$ cat src/dsps_pkg.sv
`timescale 1ns / 1ps

package dsps_pkg;

	localparam int CFG_INDEX_W = 8;
	localparam int CFG_DATA_W  = 16;

	localparam logic [CFG_INDEX_W-1:0] REG_DAMPING_RATIO       = 8'd0;
	localparam logic [CFG_INDEX_W-1:0] REG_BASE_FREQUENCY      = 8'd1;
	localparam logic [CFG_INDEX_W-1:0] REG_FREQUENCY_PER_SPEED = 8'd2;
	localparam logic [CFG_INDEX_W-1:0] REG_SPEED_SETTING       = 8'd3;

	localparam logic [15:0] DAMPING_RATIO_RESET       = 16'd13107;
	localparam logic [15:0] BASE_FREQUENCY_RESET      = 16'd2432;
	localparam logic [15:0] FREQUENCY_PER_SPEED_RESET = 16'd51;
	localparam logic [7:0]  SPEED_SETTING_RESET       = 8'd50;

	localparam logic [15:0] DT_DEFAULT_US = 16'd16667;
	localparam logic [15:0] DT_MAX_US     = 16'd33333;
	localparam logic [47:0] DT_BIAS       = 48'd500000;
	localparam logic [19:0] US_PER_S      = 20'd1000000;
	localparam logic [28:0] DT_RECIP      = 29'd281474976;

	localparam logic [61:0] TERM_CAP = 62'h2000_0000_0000_0000;
	localparam logic signed [32:0] SNAP_HALF = 33'sd32768;

	typedef struct packed {
		logic signed [31:0] target_position;
		logic [15:0]        frame_time_us;
	} item_t;

	typedef struct packed {
		logic signed [31:0] position_out;
		logic signed [31:0] velocity_out;
		logic               settled;
	} result_t;

	typedef logic [5:0] step_t;

	localparam step_t START_STEP = 6'd0;
	localparam step_t LAST_STEP  = 6'd36;

	typedef enum logic [3:0] {
		OP_NOP,
		OP_ACCEPT,
		OP_LOAD,
		OP_MUL,
		OP_STORE,
		OP_FIXDT,
		OP_VEL,
		OP_POS,
		OP_FINISH
	} op_t;

	typedef enum logic [2:0] {
		A_PER_SPEED,
		A_OMEGA,
		A_DT_NUM,
		A_DT,
		A_VEL,
		A_ERR,
		A_ACC,
		A_V1
	} a_src_t;

	typedef enum logic [2:0] {
		B_SPEED,
		B_ZETA2,
		B_OMEGA,
		B_RECIP,
		B_US_PER_S,
		B_K1,
		B_W2,
		B_DT
	} b_src_t;

	typedef enum logic [1:0] {
		INIT_ZERO,
		INIT_HALF,
		INIT_BASE
	} init_t;

	typedef enum logic [2:0] {
		SH_0,
		SH_16,
		SH_22,
		SH_32,
		SH_48
	} sh_t;

	typedef enum logic [2:0] {
		D_OMEGA,
		D_K1,
		D_W2,
		D_DT,
		D_T1,
		D_T2,
		D_DV,
		D_DX
	} dest_t;

	typedef enum logic [1:0] {
		SEQ_NEXT,
		SEQ_WAIT_ITEM,
		SEQ_WAIT_SLOT
	} seq_t;

	typedef struct packed {
		op_t    op;
		a_src_t asrc;
		b_src_t bsrc;
		init_t  init;
		logic   a_hi;
		logic   b_hi;
		sh_t    sh;
		dest_t  dest;
		seq_t   seq;
		step_t  target;
	} ucode_t;

	typedef struct packed {
		logic  load;
		logic  mul;
		logic  a_hi;
		logic  b_hi;
		init_t init;
		sh_t   sh;
	} mac_ctl_t;

	function automatic ucode_t uw_op(op_t op, seq_t seq);
		ucode_t w;
		w = '0;
		w.op = op;
		w.seq = seq;
		w.target = START_STEP;
		return w;
	endfunction

	function automatic ucode_t uw_load(a_src_t a, b_src_t b, init_t init, sh_t sh);
		ucode_t w;
		w = uw_op(OP_LOAD, SEQ_NEXT);
		w.asrc = a;
		w.bsrc = b;
		w.init = init;
		w.sh = sh;
		return w;
	endfunction

	function automatic ucode_t uw_mul(logic a_hi, logic b_hi);
		ucode_t w;
		w = uw_op(OP_MUL, SEQ_NEXT);
		w.a_hi = a_hi;
		w.b_hi = b_hi;
		return w;
	endfunction

	function automatic ucode_t uw_store(sh_t sh, dest_t dest);
		ucode_t w;
		w = uw_op(OP_STORE, SEQ_NEXT);
		w.sh = sh;
		w.dest = dest;
		return w;
	endfunction

	// The step program. Each product is formed from 32-bit chunks of the operands.
	function automatic ucode_t ucode_rom(step_t pc);
		ucode_t w;
		unique case (pc)
			6'd0:  w = uw_op(OP_ACCEPT, SEQ_WAIT_ITEM);
			6'd1:  w = uw_load(A_PER_SPEED, B_SPEED, INIT_BASE, SH_0);
			6'd2:  w = uw_mul(1'b0, 1'b0);
			6'd3:  w = uw_store(SH_0, D_OMEGA);
			6'd4:  w = uw_load(A_OMEGA, B_ZETA2, INIT_ZERO, SH_0);
			6'd5:  w = uw_mul(1'b0, 1'b0);
			6'd6:  w = uw_store(SH_0, D_K1);
			6'd7:  w = uw_load(A_OMEGA, B_OMEGA, INIT_ZERO, SH_0);
			6'd8:  w = uw_mul(1'b0, 1'b0);
			6'd9:  w = uw_store(SH_0, D_W2);
			6'd10: w = uw_load(A_DT_NUM, B_RECIP, INIT_ZERO, SH_48);
			6'd11: w = uw_mul(1'b0, 1'b0);
			6'd12: w = uw_mul(1'b1, 1'b0);
			6'd13: w = uw_store(SH_48, D_DT);
			6'd14: w = uw_load(A_DT, B_US_PER_S, INIT_ZERO, SH_0);
			6'd15: w = uw_mul(1'b0, 1'b0);
			6'd16: w = uw_op(OP_FIXDT, SEQ_NEXT);
			6'd17: w = uw_load(A_VEL, B_K1, INIT_HALF, SH_22);
			6'd18: w = uw_mul(1'b0, 1'b0);
			6'd19: w = uw_mul(1'b0, 1'b1);
			6'd20: w = uw_store(SH_22, D_T1);
			6'd21: w = uw_load(A_ERR, B_W2, INIT_HALF, SH_16);
			6'd22: w = uw_mul(1'b0, 1'b0);
			6'd23: w = uw_mul(1'b0, 1'b1);
			6'd24: w = uw_mul(1'b1, 1'b0);
			6'd25: w = uw_mul(1'b1, 1'b1);
			6'd26: w = uw_store(SH_16, D_T2);
			6'd27: w = uw_load(A_ACC, B_DT, INIT_HALF, SH_32);
			6'd28: w = uw_mul(1'b0, 1'b0);
			6'd29: w = uw_mul(1'b1, 1'b0);
			6'd30: w = uw_store(SH_32, D_DV);
			6'd31: w = uw_op(OP_VEL, SEQ_NEXT);
			6'd32: w = uw_load(A_V1, B_DT, INIT_HALF, SH_32);
			6'd33: w = uw_mul(1'b0, 1'b0);
			6'd34: w = uw_store(SH_32, D_DX);
			6'd35: w = uw_op(OP_POS, SEQ_NEXT);
			6'd36: w = uw_op(OP_FINISH, SEQ_WAIT_SLOT);
			default: w = uw_op(OP_NOP, SEQ_WAIT_SLOT);
		endcase
		return w;
	endfunction

endpackage

$ cat src/damped_spring_position_step.sv
`timescale 1ns / 1ps
// Channel   Handshake                 Beat
// item      item_valid / item_stall   item_t: target_position, frame_time_us
// result    result_valid / result_stall result_t: position_out, velocity_out, settled
// cfg       cfg_valid / cfg_ready     cfg_index, cfg_data
//
// A new item is accepted only once the 37-step control program has finished the last one;
// the program runs every product through one 32x32 multiply-accumulate unit.
// The result beat is registered at the final step of the program, once the result slot is free.
// Reset loads the register presets and clears position and velocity; there is no clearing pass.
// item_stall is high while the program runs; a stalled result holds only the final step.

module damped_spring_position_step (
	input  logic                                clk,
	input  logic                                arst_n,
	input  logic                                item_valid,
	output logic                                item_stall,
	input  dsps_pkg::item_t                     item,
	output logic                                result_valid,
	input  logic                                result_stall,
	output dsps_pkg::result_t                   result,
	input  logic                                cfg_valid,
	output logic                                cfg_ready,
	input  logic [dsps_pkg::CFG_INDEX_W-1:0]    cfg_index,
	input  logic [dsps_pkg::CFG_DATA_W-1:0]     cfg_data
);
	import dsps_pkg::*;

	step_t    pc_q;
	ucode_t   uw;
	logic     accept;
	logic     slot_free;
	logic     go;
	mac_ctl_t mac_ctl;

	logic [15:0] zeta_q;
	logic [15:0] base_q;
	logic [15:0] per_speed_q;
	logic [7:0]  speed_q;

	logic signed [31:0] x_q;
	logic signed [31:0] v_q;
	logic               result_valid_q;
	result_t            result_q;

	logic signed [31:0] tgt_q;
	logic [15:0]        us_q;
	logic signed [32:0] err0_q;
	logic [23:0]        omega_q;
	logic [40:0]        k1_q;
	logic [47:0]        w2_q;
	logic [27:0]        dt_q;
	logic signed [50:0] t1_q;
	logic signed [62:0] t2_q;
	logic signed [59:0] dv_q;
	logic signed [28:0] dx_q;
	logic signed [31:0] v1_q;
	logic signed [31:0] x1_q;

	logic [15:0]        us_eff;
	logic signed [32:0] err0_in;
	logic [47:0]        dt_num;
	logic [47:0]        dt_rem;
	logic               dt_carry;
	logic signed [63:0] neg_sum;
	logic signed [60:0] vel_sum;
	logic signed [32:0] pos_sum;
	logic signed [32:0] err1;
	logic               snap;
	logic signed [63:0] a_src;
	logic [63:0]        b_src;
	logic signed [63:0] mac_res;
	logic [47:0]        mac_acc_low;

	function automatic logic signed [31:0] sat32(input logic signed [63:0] v);
		logic signed [31:0] r;
		if (v > 64'sd2147483647) begin
			r = 32'sh7fffffff;
		end else if (v < -64'sd2147483648) begin
			r = 32'sh80000000;
		end else begin
			r = v[31:0];
		end
		return r;
	endfunction

	always_comb begin
		uw = ucode_rom(pc_q);
		item_stall = (uw.seq != SEQ_WAIT_ITEM);
		accept = item_valid && !item_stall;
		slot_free = !result_valid_q || !result_stall;
		unique case (uw.seq)
			SEQ_NEXT:      go = 1'b1;
			SEQ_WAIT_ITEM: go = accept;
			SEQ_WAIT_SLOT: go = slot_free;
			default:       go = 1'b0;
		endcase
		mac_ctl.load = go && (uw.op == OP_LOAD);
		mac_ctl.mul = go && (uw.op == OP_MUL);
		mac_ctl.a_hi = uw.a_hi;
		mac_ctl.b_hi = uw.b_hi;
		mac_ctl.init = uw.init;
		mac_ctl.sh = uw.sh;

		if (item.frame_time_us == 16'd0) begin
			us_eff = DT_DEFAULT_US;
		end else if (item.frame_time_us > DT_MAX_US) begin
			us_eff = DT_MAX_US;
		end else begin
			us_eff = item.frame_time_us;
		end
		err0_in = $signed({x_q[31], x_q}) - $signed({item.target_position[31],
			item.target_position});

		dt_num = {us_q, 32'd0} + DT_BIAS;
		dt_rem = dt_num - mac_acc_low;
		dt_carry = (dt_rem >= 48'(US_PER_S));

		neg_sum = -$signed({{13{t1_q[50]}}, t1_q}) - $signed({t2_q[62], t2_q});
		vel_sum = $signed({{29{v_q[31]}}, v_q}) + $signed({dv_q[59], dv_q});
		pos_sum = $signed({x_q[31], x_q}) + $signed({{4{dx_q[28]}}, dx_q});
		err1 = $signed({x1_q[31], x1_q}) - $signed({tgt_q[31], tgt_q});
		snap = (err0_q <= 0 && err1 >= 0) || (err0_q >= 0 && err1 <= 0) ||
			(err1 > -SNAP_HALF && err1 < SNAP_HALF);

		unique case (uw.asrc)
			A_PER_SPEED: a_src = $signed({48'd0, per_speed_q});
			A_OMEGA:     a_src = $signed({40'd0, omega_q});
			A_DT_NUM:    a_src = $signed({16'd0, dt_num});
			A_DT:        a_src = $signed({36'd0, dt_q});
			A_VEL:       a_src = $signed({{32{v_q[31]}}, v_q});
			A_ERR:       a_src = $signed({{31{err0_q[32]}}, err0_q});
			A_ACC:       a_src = neg_sum;
			A_V1:        a_src = $signed({{32{v1_q[31]}}, v1_q});
			default:     a_src = '0;
		endcase
		unique case (uw.bsrc)
			B_SPEED:    b_src = {56'd0, speed_q};
			B_ZETA2:    b_src = {47'd0, zeta_q, 1'b0};
			B_OMEGA:    b_src = {40'd0, omega_q};
			B_RECIP:    b_src = {35'd0, DT_RECIP};
			B_US_PER_S: b_src = {44'd0, US_PER_S};
			B_K1:       b_src = {23'd0, k1_q};
			B_W2:       b_src = {16'd0, w2_q};
			B_DT:       b_src = {36'd0, dt_q};
			default:    b_src = '0;
		endcase
	end

	dsps_mac u_mac (
		.clk     (clk),
		.ctl     (mac_ctl),
		.a_src   (a_src),
		.b_src   (b_src),
		.base    (base_q),
		.res     (mac_res),
		.acc_low (mac_acc_low)
	);

	assign cfg_ready = 1'b1;
	assign result_valid = result_valid_q;
	assign result = result_q;

	always_ff @(posedge clk or negedge arst_n) begin
		if (!arst_n) begin
			pc_q <= START_STEP;
			zeta_q <= DAMPING_RATIO_RESET;
			base_q <= BASE_FREQUENCY_RESET;
			per_speed_q <= FREQUENCY_PER_SPEED_RESET;
			speed_q <= SPEED_SETTING_RESET;
			x_q <= '0;
			v_q <= '0;
			result_valid_q <= 1'b0;
		end else begin
			if (cfg_valid && cfg_ready) begin
				unique case (cfg_index)
					REG_DAMPING_RATIO:       zeta_q <= cfg_data;
					REG_BASE_FREQUENCY:      base_q <= cfg_data;
					REG_FREQUENCY_PER_SPEED: per_speed_q <= cfg_data;
					REG_SPEED_SETTING:       speed_q <= cfg_data[7:0];
					default: ;
				endcase
			end
			if (go) begin
				pc_q <= (uw.seq == SEQ_WAIT_SLOT) ? uw.target : pc_q + 1'b1;
			end
			if (go && uw.op == OP_FINISH) begin
				result_valid_q <= 1'b1;
				x_q <= snap ? tgt_q : x1_q;
				v_q <= snap ? 32'sd0 : v1_q;
			end else if (result_valid_q && !result_stall) begin
				result_valid_q <= 1'b0;
			end
		end
	end

	always_ff @(posedge clk) begin
		if (go) begin
			unique case (uw.op)
				OP_ACCEPT: begin
					tgt_q <= item.target_position;
					us_q <= us_eff;
					err0_q <= err0_in;
				end
				OP_STORE: begin
					unique case (uw.dest)
						D_OMEGA: omega_q <= mac_res[23:0];
						D_K1:    k1_q <= mac_res[40:0];
						D_W2:    w2_q <= mac_res[47:0];
						D_DT:    dt_q <= mac_res[27:0];
						D_T1:    t1_q <= mac_res[50:0];
						D_T2:    t2_q <= mac_res[62:0];
						D_DV:    dv_q <= mac_res[59:0];
						D_DX:    dx_q <= mac_res[28:0];
						default: ;
					endcase
				end
				OP_FIXDT: dt_q <= dt_q + {27'd0, dt_carry};
				OP_VEL:   v1_q <= sat32($signed({{3{vel_sum[60]}}, vel_sum}));
				OP_POS:   x1_q <= sat32($signed({{31{pos_sum[32]}}, pos_sum}));
				OP_FINISH: begin
					result_q.position_out <= snap ? tgt_q : x1_q;
					result_q.velocity_out <= snap ? 32'sd0 : v1_q;
					result_q.settled <= snap;
				end
				default: ;
			endcase
		end
	end

	a_pc_range: assert property (@(posedge clk) disable iff (!arst_n)
		pc_q <= LAST_STEP)
		else $error("step counter left the program");

	a_frame_time: assert property (@(posedge clk) disable iff (!arst_n)
		pc_q != START_STEP |-> (us_q != 16'd0 && us_q <= DT_MAX_US))
		else $error("frame time outside the clamped range while running");

	a_settled_still: assert property (@(posedge clk) disable iff (!arst_n)
		(result_valid_q && result_q.settled) |-> result_q.velocity_out == 32'sd0)
		else $error("settled result with nonzero velocity");

	a_state_match: assert property (@(posedge clk) disable iff (!arst_n)
		(go && uw.op == OP_FINISH) |=> (result_valid_q &&
		x_q == result_q.position_out && v_q == result_q.velocity_out))
		else $error("state and result beat disagree");

endmodule

$ cat src/dsps_mac.sv
`timescale 1ns / 1ps

module dsps_mac (
	input  logic               clk,
	input  dsps_pkg::mac_ctl_t ctl,
	input  logic signed [63:0] a_src,
	input  logic [63:0]        b_src,
	input  logic [15:0]        base,
	output logic signed [63:0] res,
	output logic [47:0]        acc_low
);
	import dsps_pkg::*;

	logic [63:0] ma_q;
	logic [63:0] mb_q;
	logic        sg_q;
	logic [95:0] acc_q;

	logic [63:0] a_mag;
	logic [31:0] a_part;
	logic [31:0] b_part;
	logic [63:0] prod;
	logic [95:0] part;
	logic [6:0]  amount;
	logic [95:0] half;
	logic [95:0] shifted;
	logic [61:0] mag;

	function automatic logic [6:0] sh_amount(sh_t sh);
		logic [6:0] n;
		unique case (sh)
			SH_0:    n = 7'd0;
			SH_16:   n = 7'd16;
			SH_22:   n = 7'd22;
			SH_32:   n = 7'd32;
			SH_48:   n = 7'd48;
			default: n = 7'd0;
		endcase
		return n;
	endfunction

	always_comb begin
		a_mag = a_src[63] ? $unsigned(-a_src) : $unsigned(a_src);
		a_part = ctl.a_hi ? ma_q[63:32] : ma_q[31:0];
		b_part = ctl.b_hi ? mb_q[63:32] : mb_q[31:0];
		prod = a_part * b_part;
		case ({ctl.a_hi, ctl.b_hi}) inside
			2'b00:        part = {32'd0, prod};
			2'b01, 2'b10: part = {prod, 32'd0};
			default:      part = {prod[31:0], 64'd0};
		endcase
		amount = sh_amount(ctl.sh);
		half = (ctl.sh == SH_0) ? '0 : (96'd1 << (amount - 7'd1));
		shifted = acc_q >> amount;
		mag = (shifted > 96'(TERM_CAP)) ? TERM_CAP : shifted[61:0];
		res = sg_q ? -$signed({2'b00, mag}) : $signed({2'b00, mag});
		acc_low = acc_q[47:0];
	end

	always_ff @(posedge clk) begin
		if (ctl.load) begin
			ma_q <= a_mag;
			mb_q <= b_src;
			sg_q <= a_src[63];
			unique case (ctl.init)
				INIT_ZERO: acc_q <= '0;
				INIT_HALF: acc_q <= half;
				INIT_BASE: acc_q <= {80'd0, base};
				default:   acc_q <= '0;
			endcase
		end else if (ctl.mul) begin
			acc_q <= acc_q + part;
		end
	end

endmodule

$ cat config.mk
export PLATFORM = sky130hd
export DESIGN_NAME = damped_spring_position_step
export DESIGN_NICKNAME = d
export VERILOG_FILES = /design/src/dsps_pkg.sv /design/src/damped_spring_position_step.sv /design/src/dsps_mac.sv
export SDC_FILE = /design/constraint.sdc
export NUM_CORES = 2
export LEC_CHECK = 0
export BUFFER_PORTS_ARGS = -buffer_cell sky130_fd_sc_hd__clkbuf_2
export CAP_MARGIN = 5
export CORE_MARGIN = 2
export CORE_UTILIZATION = 31
export CTS_CLUSTER_DIAMETER = 60
export DETAILED_ROUTE_END_ITERATION = 10
export PLACE_DENSITY = 0.43
export SYNTH_ARGS = -nofsm -noshare
export SYNTH_HDL_FRONTEND = slang
export SYNTH_HIERARCHICAL = 1
export SYNTH_SLANG_ARGS = --single-unit
$ cat constraint.sdc
create_clock -name clk -period 22.1 [get_ports clk]
set_input_delay 4.42 -clock clk [delete_from_list [all_inputs] [get_ports clk]]
set_output_delay 4.42 -clock clk [all_outputs]
set_load 0.05 [all_outputs]
Yosys cells after proc, flatten, opt, wreduce, memory -nomap -nowiden. Memories as Yosys holds them, arrays and structs flattened. Index checks and enable logic that the tools add are counted.

Word-level logic and storage cells: 174. Output and inout bits: 68. Memories kept: 1. Input port bits: 77. Register bits: 906. ROM bits: 1408.

Memories: (no name shown) (depth 64, width 22, rd ports 1, clocked after memory_dff 0, wr ports 0, RTL line dsps_pkg.sv:168) `unique case (pc)`.

Multipliers: 1. Multiplexer cells: 25. $add $sub $neg: 14. Equality and inequality tests: 44. Shift-type cells: 2. $lt $le $gt $ge: 13. Reductions and logical operators: 43.

Operator list (count): $pmux W64 S8 (2); $mux W96 (5); $mux W32 (6); $pmux W96 S2 (1); $mux W62 (2); $add A96 B96 Y96 (1); $gt A96 B62 Y1 const B (1); $shl A1 B7 Y96 const A (1); $shr A96 B6 Y96 (1); $ge A33 B1 Y1 const B (2); $le A33 B1 Y1 const B (2); $sub A32 B32 Y33 (2); $mul A32 B32 Y64 (1); $neg A51 Y64 (1); $neg A64 Y64 (1); $sub A64 B63 Y64 (1); $mux W63 (1); $neg A62 Y63 (1); $add A32 B60 Y61 (1); $gt A61 B32 Y1 const B (1); $lt A61 B32 Y1 const B (1); $pmux W28 S2 (1); $add A48 B19 Y48 const B (1); $ge A48 B20 Y1 const B (1); other kinds (39) (104).

Longest topological paths before layout. An unclocked memory read counts as a cell.

Depth in word-level cells: 10. Mapped depth: 55. Depth with buffers taken out: 50.

Cells and area by module. The synthesis kept the hierarchy.

By module, submodules not included: dsps_mac (cells each 6164, area each 53886.7 µm², times used 1, sequential area each 6756.5 µm²); damped_spring_position_step (cells each 3886, area each 40806.6 µm², times used 1, sequential area each 19836.5 µm²).

Worst setup path after synthesis. No wires, ideal clock.

Path type: register -> register. Start point: reg pc_q[3]. End point: reg u_mac.acc_q[91], data pin. Setup time: 0.260 ns. Required time: 21.840 ns. Stages on the path, launching flop included: 51. Period minus slack after synthesis: 13.453 ns. Data arrival time: 13.193 ns. Buffers on the path: 8. Setup slack: 8.647 ns. Path through: dfrtp_1 > clkbuf_1 > clkbuf_1 > buf_1 > mux2i_1 > nor2_1 > clkbuf_1 > buf_1 > clkbuf_1 > mux2i_1 > clkbuf_1 > nor2_1 > fa_1 > inv_1 > fa_1 > inv_1 > fa_1 > fa_1 > [15 not listed] > nand2_1 > a31oi_1 > o41ai_1 > xor2_1 > a22o_1 > ha_1 > a21o_1 > a21o_1 > a21oi_1 > o221a_2 > o21ai_0 > a2111oi_0 > o31ai_1 > o41a_1 > nand2_1 > nand2_1 > a221oi_1 > mux2_2.

RTL lines: start, declared (RTL line damped_spring_position_step.sv:29) `step_t pc_q;`; start signal, assigned (RTL line damped_spring_position_step.sv:185) `pc_q <= (uw.seq == SEQ_WAIT_SLOT) ? uw.target : pc_q + 1'b1;`; end signal, assigned (RTL line dsps_mac.sv:67) `INIT_HALF: acc_q <= half;`; end signal, assigned (RTL line dsps_mac.sv:68) `INIT_BASE: acc_q <= {80'd0, base};`; end signal, assigned (RTL line dsps_mac.sv:72) `acc_q <= acc_q + part;`; end, declared (RTL line dsps_mac.sv:17) `logic [95:0] acc_q;`.

==> key figures <==
Status
  – Outcome: finished, final reports clean

Timing
  – RSZ-0062 raised after global routing: no
  – Setup TNS: 0 ns
  – Max-Slew Margin vs Limit: 6.258%
  – Setup violations, final: 0
  – Tightest Pin Transition: roughly 1.4 ns
  – Max Slew Vio Count: 0
  – Final Skew: roughly 0.14 ns
  – Fin crit period: between 15 and 20 ns
  – Fin crit share: 72.42%
  – Final hold vios: 0
  – Smallest hold slack: 0.5083 ns
  – Max Clock Freq: between 0.06 and 0.07 GHz

Critical path
  – Crit-path most repeated cell: fa_1
  – Setup CP Type: flop to flop
  – Crit path max fanout: 37
  – Worst stage delay on the critical path: 0.78 ns
  – Reg2Reg Launch Point: pc_q[1]$_DFFE_PN0P_
  – Reg2Reg Setup Slack: 6.10 ns
  – Reg2reg end: u_mac/acc_q[91]$_DFFE_PP_
  – Worst EP required: ~23 ns
  – Worst setup EP type: flop
  – Startpoint Class: flop
  – FF-to-FF path depth: 47
  – Crit path DAT: roughly 17 ns
  – Slowest CP cell: mux2_2

CTS
  – Clock sink count: between 900 and 1000
  – CTS Hold Bufs: 0
  – Num CTS Buffers: 116
  – CTS tree: done
  – # Post-CTS Setup Buffers: 0
  – Worst-path clk slew: 0.06 ns
  – Clock Tree Root: clkbuf_16
  – Clk Latency, worst-skew pair: 0.82 ns
  – CTS Buffer Depth: 3
  – # resized after CTS: 0
  – H-tree levels: 3

Floorplan
  – Row count: ~200
  – Die Y-Extent: around 560 um
  – Initial Util: a little under a third
  – I/O pins: about 150
  – Core Region: between 300000 and 400000 um^2
  – Die ar.: between 300000 and 400000 um^2
  – DIE WIDTH: 556.7 um

Yosys
  – Yosys warns: 6
  – Mapped Area: around 95000 um^2
  – Cells after Synth: about 10000
  – Syn avg cell area: 9.423 um^2

Drt
  – First DRT Iteration DRCs: between 7000 and 8000
  – Final WL: roughly 410000 um
  – TritonRoute pass-1 iters: 10
  – Vias per cell: 5.488
  – WL per Instance: between 20 and 30 um
  – Routed Antenna Nets: 0
  – Total number of vias: 77240
  – Residual DRC: 0

Global routing
  – GRT Util Overall: a little over a quarter
  – Initial antenna violation count: 41
  – Vias in the first global route: 78200
  – Grt ovf: 0
  – Largest net degree at the start of global routing: 112
  – First-pass GRT wire length: roughly 580000 um

Min path
  – WHS Path Cells: 1
  – Worst Hold End: per_speed_q[15]$_DFFE_PN0P_
  – HP Start: per_speed_q[15]$_DFFE_PN0P_
  – Min-delay worst type: flop to flop

Job
  – Max-cap violations: 0

Cells and area
  – Fin nets: 11630
  – Final Util: about a third
  – Final instance area: between 100000 and 150000 um^2
  – Area delta synth->final: 10.11%
  – Share of cells above drive strength 1: about a tenth

Place
  – Port Buffers: between 100 and 150
  – Dpl hpwl: roughly 320000 um
  – Gpl congestion: between 0.9 and 1
  – Post-DP Area: 100100 um^2
==> placed cells by master, fill, tap and decap left out, drive strengths merged, types with 50 or more instances in the layout <==
cell type  count
a21o         208
a21oi        561
a31oi         68
and2         105
and3          57
buf          177
clkbuf       281
dfrtp        109
edfxtp       779
fa           901
ha           672
inv         1211
mux2         229
mux2i        205
nand2       1052
nand2b        88
nand3        130
nand4         98
nor2        1084
nor2b         72
nor3         103
o21a          50
o21ai        445
o21bai        83
o31ai         61
xnor2        304
xor2         156
==> state kept, by name (all words and copies together), names as in the netlist, 33 cells and up <==
signal       count
dv_q            60
err0_q          33
k1_q            41
result          65
t1_q            51
t2_q            63
u_mac/acc_q     96
u_mac/ma_q      64
u_mac/mb_q      64
w2_q            48
==> critical path: cells and delay by family, from the launching register on <==
kind	cells	cell delay [ns]
AO/OA/AOI/OAI	21	5.71
XOR/XNOR	1	0.18
adder cells (fa/ha/maj)	11	5.81
buffers and inverters	7	1.60
flip-flops	1	0.47
multiplexers	2	1.14
AND/OR/NAND/NOR	5	0.64
==> per-layer routing <==
metal / wire length (um) / GRT usage, % / vias up
li1: - / - / 34110
met3: 26010 / 3.071 / 503
met4: 15810 / 8.885 / 10
met5: 64 / 0 / -
met2: 181800 / 41.13 / 2867
met1: 183600 / 36.82 / 39750
==> stage by stage <==
step / std cells / setup slack [ns]
after floorplan: 10060 / 8.647
after global placement: 13840 / 6.349
after detailed placement: 13840 / 6.361
after CTS: 14060 / 6.182
after global routing: 14070 / 5.343
final: 14070 / 6.095
==> final cells by class <==
class                           instances  area (um^2)
Antenna cell                           12        30.03
Clock buffer                          139         3089
Multi-Input combinational cell       7443        62020
Clock inverter                         81         1010
Timing Repair Buffer                  319         2056
Sequential cell                       906        26590
Inverter                             1196         4489
Fill cell                           31300       199000
Tap cell                             3978         4977
==> how the worst max path moves through the flow <==
stage / startpoint / to / slack [ns] / depth (start not counted)
2_1_floorplan: pc_q[3]$_DFFE_PN0P_ / u_mac/acc_q[91]$_DFFE_PP_ / 8.65 / 50
3_3_place_gp: pc_q[0]$_DFFE_PN0P_ / u_mac/acc_q[91]$_DFFE_PP_ / 6.35 / 47
3_5_place_dp: pc_q[0]$_DFFE_PN0P_ / u_mac/acc_q[91]$_DFFE_PP_ / 6.36 / 47
4_1_cts: pc_q[1]$_DFFE_PN0P_ / u_mac/acc_q[91]$_DFFE_PP_ / 6.18 / 47
5_1_grt: pc_q[0]$_DFFE_PN0P_ / u_mac/acc_q[91]$_DFFE_PP_ / 5.34 / 47
6_report: pc_q[1]$_DFFE_PN0P_ / u_mac/acc_q[91]$_DFFE_PP_ / 6.10 / 47
Power is not shown: default switching activity piles up to over one toggle a cycle in this logic, so the estimate is an artifact.
